File: src/rtl/spp_pkg.sv
// Shared types, constants and register indexes for the speed profile planner.
package spp_pkg;

  localparam int MaxPointsDefault  = 64;
  localparam int QueueDepthDefault = 4;

  typedef struct packed {
    logic [23:0]        arc_length;
    logic signed [15:0] curvature;
    logic               final_point;
  } in_item_t;

  typedef struct packed {
    logic [5:0]  point_index;
    logic [15:0] reference_speed;
    logic        error_flag;
    logic        last_result;
  } out_item_t;

  typedef enum logic [2:0] {
    REG_LAT_ACCEL   = 3'd0,
    REG_TOP_SPEED   = 3'd1,
    REG_START_SPEED = 3'd2,
    REG_GOAL_SPEED  = 3'd3,
    REG_FLOOR_SPEED = 3'd4,
    REG_FWD_ACCEL   = 3'd5,
    REG_BRAKE_DECEL = 3'd6,
    REG_CURV_FLOOR  = 3'd7
  } reg_index_t;

  // front-to-back queue entry: one classified point
  typedef struct packed {
    logic [23:0] arc_length;
    logic [15:0] curv_mag;   // magnitude after floor, never zero
    logic        final_point;
  } point_t;

endpackage

File: src/rtl/spp_front.sv
// Front end: accepts points, folds curvature to its floored magnitude, queues them.
module spp_front #(
  parameter int Depth = spp_pkg::QueueDepthDefault
) (
  input  logic             clk,
  input  logic             rst,
  input  logic             in_valid,
  output logic             in_ready,
  input  spp_pkg::in_item_t in_item,
  input  logic [14:0]      curv_floor,
  output logic             q_valid,
  input  logic             q_ready,
  output spp_pkg::point_t  q_item
);

  localparam int AW = $clog2(Depth);

  spp_pkg::point_t queue [Depth];
  logic [AW-1:0] wr_ptr;
  logic [AW-1:0] rd_ptr;
  logic [AW:0]   fill;
  logic [15:0]   mag;
  logic [15:0]   mag_fl;
  logic          push;
  logic          pop;

  always_comb begin
    mag    = in_item.curvature[15] ? 16'(-in_item.curvature) : in_item.curvature;
    mag_fl = (mag < {1'b0, curv_floor}) ? {1'b0, curv_floor} : mag;
    if (mag_fl == 16'd0) mag_fl = 16'd1;
  end

  assign in_ready = (fill != AW'(0) + (AW+1)'(Depth));
  assign push     = in_valid && in_ready;
  assign q_valid  = (fill != '0);
  assign pop      = q_valid && q_ready;
  assign q_item   = queue[rd_ptr];

  always_ff @(posedge clk) begin
    if (push) begin
      queue[wr_ptr] <= '{arc_length: in_item.arc_length, curv_mag: mag_fl,
                         final_point: in_item.final_point};
    end
    if (rst) begin
      wr_ptr <= '0;
      rd_ptr <= '0;
      fill   <= '0;
    end else begin
      if (push) wr_ptr <= wr_ptr + AW'(1);
      if (pop)  rd_ptr <= rd_ptr + AW'(1);
      fill <= fill + (AW+1)'(push) - (AW+1)'(pop);
    end
  end

endmodule

File: config.mk
export PLATFORM = sky130hd
export DESIGN_NAME = spp_front
export DESIGN_NICKNAME = d
export VERILOG_FILES = /design/src/rtl/spp_pkg.sv /design/src/rtl/spp_front.sv
export SDC_FILE = /design/constraint.sdc
export NUM_CORES = 1
export LEC_CHECK = 0
export BUFFER_PORTS_ARGS = -buffer_cell sky130_fd_sc_hd__buf_2
export CORE_ASPECT_RATIO = 0.8
export CORE_MARGIN = 4
export CORE_UTILIZATION = 44
export CTS_BUF_LIST = sky130_fd_sc_hd__clkbuf_8
export DETAILED_ROUTE_END_ITERATION = 6
export PLACE_DENSITY = 0.7
export SETUP_SLACK_MARGIN = 0.3
export SYNTH_ARGS = -nofsm -noshare
export SYNTH_HDL_FRONTEND = slang
export SYNTH_SLANG_ARGS = --single-unit
export TNS_END_PERCENT = 50
File: constraint.sdc
create_clock -name clk -period 4.45 [get_ports clk]
set_input_delay 1.335 -clock clk [delete_from_list [all_inputs] [get_ports clk]]
set_output_delay 1.335 -clock clk [all_outputs]
set_load 0.02 [all_outputs]
**Word level (Yosys, flattened, before mapping)**

Memory sizes are Yosys's and may differ from the RTL's. A register that Yosys moved wholly into a read port is not among the register bits.
Index checks and enable logic that the tools add are counted.

- Bits in registers: 7
- Bits in latches: 0
- Input bits: 60
- Memories: 1
- Bits in read-only memories: 0
- Memory bits (writable): 164

- Order comparisons: 1
- $add $sub $neg: 5
- Divide/modulo/power cells: 0
- Equal/unequal tests: 1
- Reductions and logical operators: 4
- Shift operators: 0
- Bitwise operators: 0
- Mux-type cells: 7
- Multipliers: 0

Memory list:

| memory | depth | width | read ports | clocked after Yosys merged registers in | write ports | line | source |
|---|---|---|---|---|---|---|---|
| queue | 4 | 41 | 1 | 1 | 1 | spp_front.sv:18 | `spp_pkg::point_t queue [Depth];` |

Operators by type and width:

| kind | number |
|---|---|
| 2-to-1 mux 16 bit | 3 |
| logical NOT 16 bit | 1 |
| < comparator 16 x 15 -> 1 bit | 1 |
| negator 16 bit | 1 |
| adder 2 x 1 -> 2 bit, second input constant | 2 |
| 2-to-1 mux 2 bit | 2 |
| adder 3 x 1 -> 3 bit | 1 |
| inequality test 3 bit, second input constant | 1 |
| nonzero test 3 bit | 1 |
| subtractor 3 x 1 -> 3 bit | 1 |
| logical AND 1 bit | 2 |
| 2-to-1 mux 1 bit | 2 |

**Longest topological paths before layout**

- Word-level depth: 6
- Mapped depth: 13
- Gate-level depth less buffers: 12

**Least setup slack after synthesis**

No wires, ideal clock.

- Path kind: input-to-reg
- From: in in_item[3] in the netlist's numbering
- To: mem queue[0][10] in the netlist's numbering, data pin
- Library setup time: 0.264 ns
- Data arrival time: 4.263 ns
- Path buffers: 2
- Cell stages on the path: 12
- Setup slack: -0.078 ns
- Data required time: 4.186 ns
- Cell sequence: or3_1 -> buf_2 -> or3_4 -> mux2i_1 -> or2_2 -> ha_1 -> a21o_1 -> a21oi_1 -> o21ai_0 -> a211oi_2 -> buf_6 -> mux2_4

- Longest elaborated chain between the ends: 6

Ends and longest elaborated chain:

| item | line | source |
|---|---|---|
| from (decl) | spp_front.sv:9 | `input spp_pkg::in_item_t in_item,` |
| negator 16 bit | spp_front.sv:28 | `mag = in_item.curvature[15] ? 16'(-in_item.curvature) : in_item.curvature;` |
| 2-to-1 mux 16 bit (*) | spp_front.sv:28 |  |
| < comparator 16 x 15 -> 1 bit | spp_front.sv:29 | `mag_fl = (mag < {1'b0, curv_floor}) ? {1'b0, curv_floor} : mag;` |
| 2-to-1 mux 16 bit (*) | spp_front.sv:29 |  |
| logical NOT 16 bit | spp_front.sv:30 | `if (mag_fl == 16'd0) mag_fl = 16'd1;` |
| 2-to-1 mux 16 bit (*) | spp_front.sv:30 |  |
| via mag_fl[9] | spp_front.sv:23 | `logic [15:0] mag_fl;` |
| to (decl) | spp_front.sv:18 |  |

Mark *: on every way through the listed nets, which the timed path passes. The rest lies on a longest branch.

**Final worst setup path**

- From: in in_item[1] in the netlist's numbering
- To: mem queue[3][3] in the netlist's numbering, data pin

Same word-level chain as after synthesis.

==> results by group <==
Global routing
  • Initial antenna violation count: 0
  • Number of global-route vias before repair: 4216
  • Met1 usage: 21.7%
  • Met2 Use GR: 25.1%
  • First-pass GRT wire length: 22700 um
  • Gr busiest metal: met2
  • Global route overflow: 0
  • Met3 GRT Util: 4.13%
  • GRT Resource Usage Total: 15.8%
  • Pin count of the biggest net entering global routing: 42

Routing
  • Wire length per cell: 18.7 um
  • Violation count after the first detailed-routing iteration: 210
  • Post-Route WL: 14200 um
  • Pre-Repair DR Iteration Count: 4
  • Vias per inst: 5.33
  • Vias: 4050
  • DRC Markers: 0
  • Routed Antenna Nets: 0

STA
  • Final period util: 91.1%
  • Max-slew headroom: 25.4%
  • Min Tclk post-route: 4.05 ns
  • Slew Limit Fails: 0
  • Final setup margin: 0.397 ns
  • WHS: 0.517 ns
  • Final setup fails: 0
  • Least-Margin Pin Slew: 1.12 ns
  • F_max: 247 MHz
  • RSZ-0062 raised after global routing: false
  • Hold Vio Cnt, Final: 0
  • Final Skew: 0.00948 ns

Synthesis
  • Synthesized instance count: 405
  • YS warnings: 0
  • Avg Cell Area, Syn: 18.3 um2
  • Post-synthesis cell type count: 44
  • Yosys top cell by area: edfxtp_1
  • Synthesized area: 7420 um2
  • Yosys reg bits: 173
  • Ranking of synthesized cells by area: edfxtp_1 (66%), mux4_2 (12%), ha_1 (3.5%)
  • Async S/R FF share, synth: 0%
  • Top-area cell type share of the netlist area: 66.4%
  • Syn nets: 487
  • Sequential area share after synthesis: 68.8%
  • Number of flops mapped to enable cells by yosys: 164
  • Synth Flop Type: edfxtp_1

Layout
  • Post-route cell area: 8620 um2
  • Fillers: 1377
  • Register area: 5110 um2
  • Most common cell after layout, fill and taps aside: edfxtp_1
  • Share of cells above drive strength 1: 39.6%
  • Final #Nets: 610
  • Area Overhead vs Synth: 16.1%
  • Most frequent cells in the layout: edfxtp_1 (164), buf_2 (102), mux4_2 (41)
  • Antenna Cells: 0
  • Multi-input gate area: 2200 um2

Placed design
  • Buffers on Ports: 102
  • Cell area after placement: 8300 um2
  • HPWL Detailed: 9660 um
  • Pre-CTS setup slack: -0.0822 ns
  • Placer congestion estimate: 0.866

Pwr
  • Internal power: 2.92 mW
  • Leak: 3.09 nW
  • Power Dens Cells: 490 nW/um2
  • Sequential Power Share: 51.4%
  • Sw Ratio: 30.7%
  • Peak supply drop: 0.182 mV
  • Power share of the clock group: 20.2%
  • Combinational Power Share: 28.4%
  • Switch Pwr: 1.30 mW

Die
  • Die area: 19000 um2
  • Die width: 153 um
  • I/O pin cnt: 103
  • Initial Util: 44.8%
  • Core area: 16600 um2
  • Rows: 42
  • Die H: 124 um

CTS
  • Reg clk slew, reported paths: 0.08 ns
  • CTS tree: done
  • Cts-stage hold buffer count: 0
  • TritonCTS buffer count: 17
  • Clock tree buffer depth: 2
  • Clock Latency Late Sink: 0.45 ns
  • Sink Count: 173
  • Clock Tree Root: clkbuf_8
  • # H-tree levels: 4
  • Postcts setup bufs: 0

Critical path
  • Setup CP Type: input port to flip-flop
  • Worst setup EP type: flip-flop
  • Worst Path Arrival: 4.25 ns
  • Crit path largest cell delay: 0.48 ns
  • Top delay family on crit path: compound AO/OA/AOI/OAI gates
  • Crit-path cells: buf_2 -> or3_1 -> o41ai_2 -> xnor2_1 -> ha_1 -> a211o_1 -> a211oi_1 -> o21ai_1 -> a211oi_2 -> buf_6 -> mux2_2
  • Slowest stage cell, crit path: or3_1
  • Setup crit start kind: input port
  • Worst Path Required: 4.64 ns
  • CP bufs+invs: 2
  • Critical path fanouts, max: 11

Run
  • Max cap viols: 0

Min path
  • Min-Delay Path Class: flip-flop to flip-flop

Run status
  • Outcome: finished, final reports clean
==> layout make-up <==
| class | count | area share [%] |
|---|---|---|
| multi-input cells | 193 | 25.5 |
| flip-flops and latches | 173 | 59.3 |
| clock inverters | 14 | 0.755 |
| well taps | 220 | 3.19 |
| inverters | 23 | 1.00 |
| repair buffers | 120 | 7.54 |
| clock buffers | 17 | 2.72 |
==> per-layer routing <==
metal | up-vias | routed length (um)
li1 | 1859 | -
met1 | 2040 | 6470
met2 | 134 | 6710
met3 | 17 | 873
met4 | 0 | 163
met5 | - | 0
==> per-stage QoR <==
step / TNS, ns / util (%) / instances / total power [mW]
after floorplan: 0 / - / 405 / 3.01
after global placement: -0.144 / 50.2 / 729 / 3.40
after detailed placement: -2.38 / 50.2 / 729 / 3.43
after CTS: 0 / 52.0 / 760 / 4.28
after global routing: 0 / 52.0 / 760 / 4.46
final: 0 / 52.0 / 760 / 4.22
==> cell families after synthesis <==
group | share of synthesized area, %
mux | 15.3
xor+xnor | 1.89
fa+ha+maj | 3.81
simple gates | 5.16
flops | 68.8
compound gates | 2.92
buf+inv | 2.11
==> worst paths after layout <==
check / start / to / slack (ns) / cells past startpoint
max: in_item[1] / queue[3][3] / 0.40 / 11
min: wr_ptr[1] / wr_ptr[1] / 0.52 / 2
max reg2reg: fill[1] / fill[2] / 2.10 / 12
min reg2reg: wr_ptr[1] / wr_ptr[1] / 0.52 / 2
==> timing repair <==
action | 4_1_cts | 5_1_grt
endpoints found under the hold margin | 0 | 0
setup endpoints to repair | 0 | 44
resized for setup | 0 | 4
==> synth_stat cells (all sizes together), types with 5 or more instances <==
master	n
o41ai	6
o21ai	8
nor2	13
a21oi	5
mux4	41
mux2	14
nor4	7
nand2	13
nor2b	5
edfxtp	164
or3	6
inv	23
xnor2	14
dfxtp	9
buf	12
ha	21
==> state kept, by name, indices dropped and copies added, names as in the netlist, named ones only <==
| signal | count |
|---|---|
| queue | 164 |
| fill | 3 |
| rd_ptr | 2 |
| wr_ptr | 2 |
==> worst register-to-register path, delay by kind of cell, from the launching register on <==
| kind | cells | cell delay, ns |
|---|---|---|
| AND/OR/NAND/NOR | 4 | 0.51 |
| adder cells (fa/ha/maj) | 3 | 0.80 |
| flip-flops | 1 | 0.42 |
| buffers and inverters | 3 | 0.18 |
| XOR/XNOR | 2 | 0.33 |
==> power groups by stage <==
stage	sequential (mW)	combinational (mW)	clock (mW)
after floorplan	2.08	0.925	0
after global placement	2.20	1.20	0
after detailed placement	2.22	1.22	0
after CTS	2.18	1.22	0.883
after global routing	2.21	1.29	0.958
final	2.17	1.20	0.852
Power figures use the tool's default switching activity.
